### src/rtl/sha256_pkg.sv
package sha256_pkg;

  localparam logic [5:0] PadPos = 6'd56;
  localparam logic [7:0] PadMark = 8'h80;

  typedef enum logic [2:0] {
    ST_IDLE,
    ST_PAD,
    ST_COMP,
    ST_FOLD,
    ST_OUT
  } state_t;

  typedef struct packed {
    logic       start;
    logic [5:0] waddr;
    logic       we;
    logic [7:0] wdata;
  } mem_ctl_t;

  function automatic logic [31:0] ror32(input logic [31:0] v, input int n);
    ror32 = (v >> n) | (v << (32 - n));
  endfunction

  function automatic logic [31:0] round_k(input logic [5:0] t);
    logic [31:0] k [64];
    k = '{
      32'h428a2f98, 32'h71374491, 32'hb5c0fbcf, 32'he9b5dba5, 32'h3956c25b, 32'h59f111f1,
      32'h923f82a4, 32'hab1c5ed5, 32'hd807aa98, 32'h12835b01, 32'h243185be, 32'h550c7dc3,
      32'h72be5d74, 32'h80deb1fe, 32'h9bdc06a7, 32'hc19bf174, 32'he49b69c1, 32'hefbe4786,
      32'h0fc19dc6, 32'h240ca1cc, 32'h2de92c6f, 32'h4a7484aa, 32'h5cb0a9dc, 32'h76f988da,
      32'h983e5152, 32'ha831c66d, 32'hb00327c8, 32'hbf597fc7, 32'hc6e00bf3, 32'hd5a79147,
      32'h06ca6351, 32'h14292967, 32'h27b70a85, 32'h2e1b2138, 32'h4d2c6dfc, 32'h53380d13,
      32'h650a7354, 32'h766a0abb, 32'h81c2c92e, 32'h92722c85, 32'ha2bfe8a1, 32'ha81a664b,
      32'hc24b8b70, 32'hc76c51a3, 32'hd192e819, 32'hd6990624, 32'hf40e3585, 32'h106aa070,
      32'h19a4c116, 32'h1e376c08, 32'h2748774c, 32'h34b0bcb5, 32'h391c0cb3, 32'h4ed8aa4a,
      32'h5b9cca4f, 32'h682e6ff3, 32'h748f82ee, 32'h78a5636f, 32'h84c87814, 32'h8cc70208,
      32'h90befffa, 32'ha4506ceb, 32'hbef9a3f7, 32'hc67178f2};
    round_k = k[t];
  endfunction

  function automatic logic [31:0] init_hash(input logic [2:0] i);
    logic [31:0] h [8];
    h = '{32'h6a09e667, 32'hbb67ae85, 32'h3c6ef372, 32'ha54ff53a,
          32'h510e527f, 32'h9b05688c, 32'h1f83d9ab, 32'h5be0cd19};
    init_hash = h[i];
  endfunction

endpackage

### src/rtl/sha256_core.sv
module sha256_core (
  input  logic                  clk,
  input  logic                  rst,
  input  sha256_pkg::mem_ctl_t  ctl,
  input  logic                  fold,
  input  logic                  reinit,
  input  logic [2:0]            hidx,
  output logic [31:0]           hword,
  output logic                  busy
);
  import sha256_pkg::*;

  logic [7:0]  block_mem [64];
  logic [31:0] rd_word;
  logic [5:0]  rd_addr;
  logic [31:0] w [16];
  logic [31:0] s [8];
  logic [31:0] h [8];
  logic [6:0]  cnt;
  logic        run;
  logic        wphase;
  logic [1:0]  bsel;
  logic [7:0]  rd_byte;
  logic [31:0] wt, w16, s0w, s1w, sum1, ch, p, sum0, maj;
  logic [5:0]  rnd;

  always_ff @(posedge clk) begin
    if (ctl.we) block_mem[ctl.waddr] <= ctl.wdata;
    rd_byte <= block_mem[rd_addr];
  end

  assign rd_addr = cnt[5:0];
  assign busy = run;

  // load phase: cnt 0..64 streams 64 bytes; compress phase: 64 rounds
  always_comb begin
    s0w = ror32(w[1], 7) ^ ror32(w[1], 18) ^ (w[1] >> 3);
    s1w = ror32(w[14], 17) ^ ror32(w[14], 19) ^ (w[14] >> 10);
    w16 = w[0] + s0w + w[9] + s1w;
    wt = w[0];
    rnd = cnt[5:0];
    sum1 = ror32(s[4], 6) ^ ror32(s[4], 11) ^ ror32(s[4], 25);
    ch = (s[4] & s[5]) ^ (~s[4] & s[6]);
    p = s[7] + sum1 + ch + round_k(rnd) + wt;
    sum0 = ror32(s[0], 2) ^ ror32(s[0], 13) ^ ror32(s[0], 22);
    maj = (s[0] & s[1]) ^ (s[0] & s[2]) ^ (s[1] & s[2]);
  end

  assign rd_word = {w[15][23:0], rd_byte};
  assign hword = h[hidx];

  always_ff @(posedge clk) begin
    if (rst) begin
      run <= 1'b0;
      wphase <= 1'b0;
      cnt <= '0;
      bsel <= '0;
      for (int i = 0; i < 8; i++) h[i] <= init_hash(3'(i));
    end else begin
      if (reinit) begin
        for (int i = 0; i < 8; i++) h[i] <= init_hash(3'(i));
      end else if (fold) begin
        for (int i = 0; i < 8; i++) h[i] <= h[i] + s[i];
      end
      if (ctl.start) begin
        run <= 1'b1;
        wphase <= 1'b0;
        cnt <= '0;
        bsel <= '0;
      end else if (run && !wphase) begin
        cnt <= cnt + 7'd1;
        if (cnt != 7'd0) begin
          bsel <= bsel + 2'd1;
          if (bsel == 2'd0 && cnt != 7'd1) begin
            for (int i = 0; i < 15; i++) w[i] <= w[i + 1];
          end
          w[15] <= rd_word;
        end
        if (cnt == 7'd64) begin
          wphase <= 1'b1;
          cnt <= '0;
          for (int i = 0; i < 8; i++) s[i] <= h[i];
        end
      end else if (run) begin
        for (int i = 0; i < 15; i++) w[i] <= w[i + 1];
        w[15] <= w16;
        s[7] <= s[6]; s[6] <= s[5]; s[5] <= s[4];
        s[4] <= s[3] + p;
        s[3] <= s[2]; s[2] <= s[1]; s[1] <= s[0];
        s[0] <= p + sum0 + maj;
        cnt <= cnt + 7'd1;
        if (cnt == 7'd63) run <= 1'b0;
      end
    end
  end

endmodule

### src/rtl/sha256_byte_stream_hasher.sv
// Bytes without end of message are taken back to back; the 64th byte of a block then holds
// the input through the core's load and round phases, the done detection and the fold.
// End of message: 64 - fill pad writes and a compression; a last byte at 56..63 or at 64
// adds 64 more pad writes and a second compression. Then the eight digest words leave one
// per cycle while out_stall is low. The single block memory port and one-round core set the rate.
// Synchronous active-high reset restores the initial hash values and clears the counts.
module sha256_byte_stream_hasher (
  input  logic        clk,
  input  logic        rst,
  input  logic        in_valid,
  output logic        in_stall,
  input  logic [7:0]  data_byte,
  input  logic        byte_valid,
  input  logic        end_of_message,
  output logic        out_valid,
  input  logic        out_stall,
  output logic [31:0] digest_word,
  output logic [2:0]  word_index,
  output logic        last_word
);
  import sha256_pkg::*;

  state_t      state, state_next;
  logic [5:0]  fill;
  logic [63:0] bits;
  logic [6:0]  pidx;
  logic        final_blk;
  logic        ret_idle;
  logic [2:0]  oidx;
  mem_ctl_t    ctl;
  logic        fold, reinit, take, core_busy, was_busy;
  logic [31:0] hword;

  sha256_core u_core (
    .clk(clk), .rst(rst), .ctl(ctl), .fold(fold), .reinit(reinit),
    .hidx(oidx), .hword(hword), .busy(core_busy)
  );

  assign take = in_valid && !in_stall;
  assign in_stall = (state != ST_IDLE);
  assign out_valid = (state == ST_OUT);
  assign digest_word = hword;
  assign word_index = oidx;
  assign last_word = (oidx == 3'd7);

  logic [7:0] pad_byte;
  always_comb begin
    if (final_blk && pidx[5:0] >= PadPos) pad_byte = bits[8'(7'd63 - pidx[5:0]) * 8 +: 8];
    else if (pidx[5:0] == fill) pad_byte = PadMark;
    else pad_byte = 8'h00;
  end

  always_comb begin
    state_next = state;
    ctl = '0;
    fold = 1'b0;
    reinit = 1'b0;
    unique case (state)
      ST_IDLE: begin
        if (take) begin
          if (byte_valid) begin
            ctl.we = 1'b1;
            ctl.waddr = fill;
            ctl.wdata = data_byte;
          end
          if (byte_valid && fill == 6'd63) begin
            ctl.start = 1'b1;
            state_next = ST_COMP;
          end else if (end_of_message) begin
            state_next = ST_PAD;
          end
        end
      end
      ST_PAD: begin
        ctl.we = 1'b1;
        ctl.waddr = pidx[5:0];
        ctl.wdata = pad_byte;
        if (pidx == 7'd63) begin
          ctl.start = 1'b1;
          state_next = ST_COMP;
        end
      end
      ST_COMP: begin
        if (was_busy && !core_busy) state_next = ST_FOLD;
      end
      ST_FOLD: begin
        fold = 1'b1;
        if (ret_idle) state_next = ST_IDLE;
        else if (final_blk) state_next = ST_OUT;
        else state_next = ST_PAD;
      end
      ST_OUT: begin
        if (!out_stall && oidx == 3'd7) begin
          reinit = 1'b1;
          state_next = ST_IDLE;
        end
      end
      default: state_next = ST_IDLE;
    endcase
  end

  always_ff @(posedge clk) begin
    if (rst) begin
      state <= ST_IDLE;
      fill <= '0;
      bits <= '0;
      pidx <= '0;
      final_blk <= 1'b0;
      ret_idle <= 1'b0;
      oidx <= '0;
      was_busy <= 1'b0;
    end else begin
      state <= state_next;
      was_busy <= core_busy;
      unique case (state)
        ST_IDLE: begin
          if (take) begin
            if (byte_valid) begin
              fill <= fill + 6'd1;
              bits <= bits + 64'd8;
            end
            ret_idle <= !end_of_message;
            if (end_of_message) begin
              // pad starts at the mark position; a full block pads from 0
              if (byte_valid && fill == 6'd63) begin
                pidx <= '0;
                fill <= '0;
                final_blk <= 1'b0;
              end else begin
                pidx <= {1'b0, fill + (byte_valid ? 6'd1 : 6'd0)};
                fill <= fill + (byte_valid ? 6'd1 : 6'd0);
                final_blk <= ((fill + (byte_valid ? 6'd1 : 6'd0)) < PadPos);
              end
            end
          end
        end
        ST_PAD: pidx <= pidx + 7'd1;
        ST_FOLD: begin
          if (!ret_idle && !final_blk) begin
            final_blk <= 1'b1;
            pidx <= '0;
          end
        end
        ST_OUT: begin
          if (!out_stall) begin
            oidx <= oidx + 3'd1;
            if (oidx == 3'd7) begin
              fill <= '0;
              bits <= '0;
              final_blk <= 1'b0;
            end
          end
        end
        default: ;
      endcase
    end
  end

endmodule
### config.mk
export PLATFORM = sky130hd
export DESIGN_NAME = sha256_byte_stream_hasher
export DESIGN_NICKNAME = d
export VERILOG_FILES = /design/src/rtl/sha256_pkg.sv /design/src/rtl/sha256_core.sv /design/src/rtl/sha256_byte_stream_hasher.sv
export SDC_FILE = /design/constraint.sdc
export NUM_CORES = 2
export LEC_CHECK = 0
export BUFFER_PORTS_ARGS = -buffer_cell sky130_fd_sc_hd__buf_2
export CORE_ASPECT_RATIO = 1.75
export CORE_MARGIN = 10
export CORE_UTILIZATION = 39
export CTS_BUF_LIST = sky130_fd_sc_hd__clkbuf_4
export DETAILED_ROUTE_END_ITERATION = 8
export GPL_ROUTABILITY_DRIVEN = 0
export PLACE_DENSITY = 0.53
export SLEW_MARGIN = 20
export SYNTH_ARGS = -nofsm -noshare
export SYNTH_HDL_FRONTEND = slang
export SYNTH_SLANG_ARGS = --single-unit
### constraint.sdc
create_clock -name clk -period 38.4 [get_ports clk]
set_clock_uncertainty 0.05 [all_clocks]
set_input_delay 3.84 -clock clk [delete_from_list [all_inputs] [get_ports clk]]
set_output_delay 3.84 -clock clk [all_outputs]
set_load 0.005 [all_outputs]
# After elaboration in Yosys (flattened, before gate mapping)
# Memories as Yosys holds them, arrays and structs flattened. A register that Yosys moved wholly into a read port is not among the register bits.
# Index checks and enable logic that the tools add are counted.
[op_classes] shift=1 n_mux=127 magnitude_cmp=3 n_eq_ne=23 n_addsub=26 n_reduce_logical=33 bitwise=69
[op_table] op="$mux 32" count=42
[op_table] op="$add 32x32->32" count=18
[op_table] op="$xor 32x32->32" count=9
[op_table] op="$mux 64" count=4
[op_table] op="$and 32x32->32" count=5
[op_table] op="$pmux 64 s2" count=1
[op_table] op="$add 64x4->64 const B" count=1
[op_table] op="$shiftx 64x12->8" count=1
[op_table] op="$mux 1" count=48
[op_table] op="$mux 6" count=7
[op_table] op="$mux 7" count=6
[op_table] op="$or 1x1->1" count=40
[op_table] op="$not 32->32" count=1
[op_table] op="$or 10x32->32" count=1
[op_table] op="$or 13x32->32" count=1
[op_table] op="$or 14x32->32" count=1
[op_table] op="$or 15x32->32" count=1
[op_table] op="$or 19x32->32" count=1
[op_table] op="$or 21x32->32" count=1
[op_table] op="$or 25x32->32" count=1
[op_table] op="$or 26x32->32" count=1
[op_table] op="$or 30x32->32" count=1
[op_table] op="$or 7x32->32" count=1
[op_table] op="$pmux 16 s2" count=1
[op_table] op="44 further kinds" count=88
[word_totals] input_bits=14 mem_count=5 mem_bits_rw=1536 output_inout_bits=38 rom_bits=2048 elab_cells=299 regBits=97
[mem_list] memory="(no name shown)" words=64 word_bits=32 rd=1 rd_ports_with_merged_regs=0 write_ports=0 line="sha256_pkg.sv:39" source="round_k = k[t];"
[mem_list] memory="u_core.block_mem" words=64 word_bits=8 rd=1 rd_ports_with_merged_regs=1 write_ports=1 line="sha256_core.sv:13" source="logic [7:0] block_mem [64];"
[mem_list] memory="u_core.w" words=16 word_bits=32 rd=16 rd_ports_with_merged_regs=0 write_ports=16 line="sha256_core.sv:16" source="logic [31:0] w [16];"
[mem_list] memory="u_core.h" words=8 word_bits=32 rd=9 rd_ports_with_merged_regs=1 write_ports=8 line="sha256_core.sv:18" source="logic [31:0] h [8];"
[mem_list] memory="u_core.s" words=8 word_bits=32 rd=8 rd_ports_with_merged_regs=0 write_ports=8 line="sha256_core.sv:17" source="logic [31:0] s [8];"

# Depth between registers and ports, before layout
# An unclocked memory read counts as a cell.
[depth] word_depth=11 ltp_mapped=42 depth_no_buf=38

# Modules after synthesis
# Synthesis repeated with hierarchy kept, for this count alone.
[hier_totals] cells_unflattened=7616 area_unflattened_um2=90654.4
[modules_own_cells] module="sha256_core" area_each_um2=85573.3 instances=1 seq_area_each_um2=46184.3 cells_each=6981
[modules_own_cells] module="sha256_byte_stream_hasher" area_each_um2=5081.1 instances=1 seq_area_each_um2=1661.6 cells_each=635

# Least setup slack after synthesis
# No wires, ideal clock.
[synth_timing] path_kind="input -> register" from="input in_valid" to="memory u_core.w[0][0], enable pin" required_time_ns=36.362 setup_ns=1.988 cell_stages=9 arrival_ns=38.810 path_slack_ns=-2.448 n_path_buf=3 cell_sequence="nor2b_1 > and3_1 > clkbuf_1 > a21oi_1 > nand2_1 > or2_2 > buf_2 > clkbuf_1 > o21ai_0"
[synth_rtl] item="start, declared" line="sha256_byte_stream_hasher.sv:10" source="input logic in_valid,"
[synth_rtl] item="end, declared" line="sha256_core.sv:16"

==> results.toml <==
[run_status]
status = "complete, no violations"

[clocking]
clock_tree_from_tritoncts = "built"
cts_sinks = 1641
tritoncts.num_buffers = 400
cts_max_path_buffers = 4
h-tree-depth = 5
cts.repair.resized = 0
clk_pin_slew_ns = 0.07
ctsHoldBuffers = 0
clock_insertion_delay_worst_skew_ns = 1.29
cell_chosen_for_the_clock_root = "clkbuf_4"
cts_setup_buffers = 0

[synthesis]
yosysSeqAreaShare_pct = 53.1
netlist_area_before_placement_mm2 = 0.0901
synth.top_cells.by_area = "edfxtp_1 50%, mux4_2 6.2%, ha_1 5.5%"
yosys_warning_count = 0
async_flop_share_pct = 0
synthesis.area_per_instance_um2 = 12.1
syn_nets = 8076
netlist_instances = 7469
netlist.top_cell.by_area = "edfxtp_1"
synth.lib_cells_used.distinct = 99
ys.flop_type = "edfxtp_1"
number_of_enable_flip_flop_cells_after_synthesis = 1504
synth-seq-cells = 1641
post-synth-top-area-fraction_pct = 50.1

[setup_path]
slowest_stage = "ha_1"
critical-path-top-cell-by-count = "fa_1"
critical_path.startpoint = "u_core.cnt[1]"
critical-path-max-stage-delay_ns = 1.02
data_arrival_time_of_the_worst_path_ns = 11.23
r2r_slack_ns = 28.11
worst-path-max-fanout = 19
critPathLaunchType = "flip-flop"
worst_r2r_endpoint = "u_core.s[0][31]"
cp_data_required_time_ns = 39.34
cp-end-kind = "flip-flop"
critical_path.endpoint = "u_core.s[0][31]"
timing.rr.start = "u_core.cnt[1]"
criticalPathCategory = "reg2reg"
r2r.worst_path.cells = 34

[sta]
slew_viol_final = 0
tns_ns = 0
rsz0062_at_grt = "no"
final.period_utilization_pct = 26.8
clock.fmax_ghz = 0.0972
finalHoldViolCount = 0
slew_headroom_pct = 24.2
finalSetupViolations = 0
worst_pin_slew_ns = 1.14
worst_hold_slack_ns = 0.312
layout_min_cycle_time_ns = 10.29

[layout]
finish.net_count = 8293
fillerInstances = 21500
layout-drive-gt1-share_pct = 14.3
register_area_mm2 = 0.0479
multiInputGateArea_mm2 = 0.0397
flow.area_growth_from_synthesis_pct = 9.74

[grt]
globalRouteTotalUtil_pct = 22.5
grt-ovfl-total = 0
grt-busiest-layer = "met2"
antenna_found_initial = 14
met3_layer_usage_reported_by_global_route_pct = 3.73
grt_util_met1_pct = 22.8
use_met2_pct = 42.1
grt_pass1_wl_um = 422000
first_global_vias = 63400
grt_start_max_net_pins = 203

[floorplan]
core_region_area_mm2 = 0.230
initial_utilization_pct = 39.2
fp-row-count = 233
die_y_um = 656
total_die_area_mm2 = 0.252
die_w_um = 383
boundaryPins = 52

[pwr]
report.power.total_mw = 3.53
powerDensity_mw_per_mm2 = 35.6
max-vdd-ir-drop_v = 0.0000245
static-leakage-power_nw = 35.8

[routing]
detail-route-antenna-nets = 0
drtPass1Iterations = 6
route.final.wire_length_um = 292000
first_iter_violations = 5016
viasPerCell = 5.58
via_count = 61600
wire_per_inst_um = 26.4
drc = 0

[min_path]
hold_class = "reg2reg"

[place]
number_of_port_buffers = 51
detailed_place_hpwl_um = 214000

[job]
drv.max_cap_violation_count = 0
-- cells by family (layout without fill, tap and decap cells) --
group / count (synthesis) / after routing / share of synthesized area, %
fa+ha+maj: 615 / 615 / 10.1
mux: 339 / 339 / 7.32
simple gates: 2105 / 2105 / 10.3
flops: 1641 / 1641 / 53.1
buf+inv: 700 / 1210 / 2.96
xor+xnor: 604 / 604 / 5.87
other cells: 0 / 10 / 0
compound gates: 1465 / 1465 / 10.3
-- cells in the mapped netlist (76+ instances only) --
library cell,number
dfxtp_1,137
nand3_1,104
inv_1,374
mux4_2,250
xnor2_1,350
o21a_1,76
ha_1,398
o21ai_0,375
edfxtp_1,1504
a21o_1,180
xor2_1,254
nand2_1,1050
fa_1,195
nor2_1,467
clkbuf_1,247
nor3_1,97
a21oi_1,391
-- per-layer routing --
layer / up-vias / wire length [um]
met1: 30600 / 99200
met3: 785 / 13700
li1: 28000 / -
met4: 8 / 22000
met5: - / 60
met2: 2132 / 157000
-- stage by stage --
stage / utilization [%] / cell area, um2 / std cells / setup WS [ns]
CTS: 43.0 / 98900 / 11000 / 28.29
floorplan: - / 90100 / 7469 / 10.54
detailed placement: 40.8 / 93900 / 10300 / 28.00
global route: 43.0 / 98900 / 11000 / 27.51
global placement: 40.8 / 93900 / 10300 / 28.10
finish: 43.0 / 98900 / 11000 / 28.11
-- placed cells by master, fill, tap and decap left out, types with 77 or more instances in the layout --
cell / count
a21o_1: 180
a21oi_1: 391
buf_4: 83
clkbuf_4: 589
clkinv_1: 77
dfxtp_1: 128
edfxtp_1: 1504
fa_1: 195
ha_1: 398
inv_1: 372
mux4_2: 250
nand2_1: 1049
nand3_1: 103
nor2_1: 465
nor3_1: 97
o21ai_0: 366
xnor2_1: 350
xor2_1: 254
-- worst max-delay path: cells and delay by family (launching register included) --
family / cells / cell delay (ns)
XOR/XNOR: 2 / 0.35
buffers and inverters: 3 / 0.71
AO/OA/AOI/OAI: 15 / 3.21
AND/OR/NAND/NOR: 6 / 1.27
adder cells (fa/ha/maj): 8 / 4.09
flip-flops: 1 / 0.33
-- how the worst min path moves through the flow --
stage                startpoint               end  slack [ns]  cells after the start
4_1_cts        u_core.w[1][122]   u_core.w[1][90]        0.32                      0
5_1_grt        u_core.w[1][122]   u_core.w[1][90]        0.31                      0
3_5_place_dp    u_core.w[0][80]   u_core.w[0][48]        0.35                      0
6_report        u_core.w[0][69]   u_core.w[0][37]        0.31                      0
3_3_place_gp    u_core.w[1][62]   u_core.w[1][30]        0.35                      0
2_1_floorplan    u_core.w[1][4]  u_core.w[0][100]        0.35                      0
-- where the power goes --
part / internal (mW) / leakage (nW) / switching [mW]
registers: 1.94 / 14.6 / 0.00692
clock network: 0.741 / 2.99 / 0.745
logic: 0.0274 / 18.2 / 0.0623
-- cell type report --
cell class	count	area share [%]
tap	3055	3.86
clock inverter	106	0.620
inverter	377	1.44
multi-input combinational	5128	40.2
antenna	10	0.0253
timing repair buffer	138	0.969
sequential	1641	48.5
clock buffer	589	4.47
-- state kept, by name, summed over array words and instances, names as in the netlist, named ones only --
register	cells
pidx	7
u_core.h	256
final_blk	1
ret_idle	1
u_core.busy	1
fill	6
u_core.bsel	2
state	3
u_core.w	512
u_core.cnt	7
word_index	3
bits	61
u_core.s	256
u_core.rd_byte	8
was_busy	1
u_core.wphase	1
u_core.block_mem	512
No activity file was read; power rests on OpenSTA's default activity.
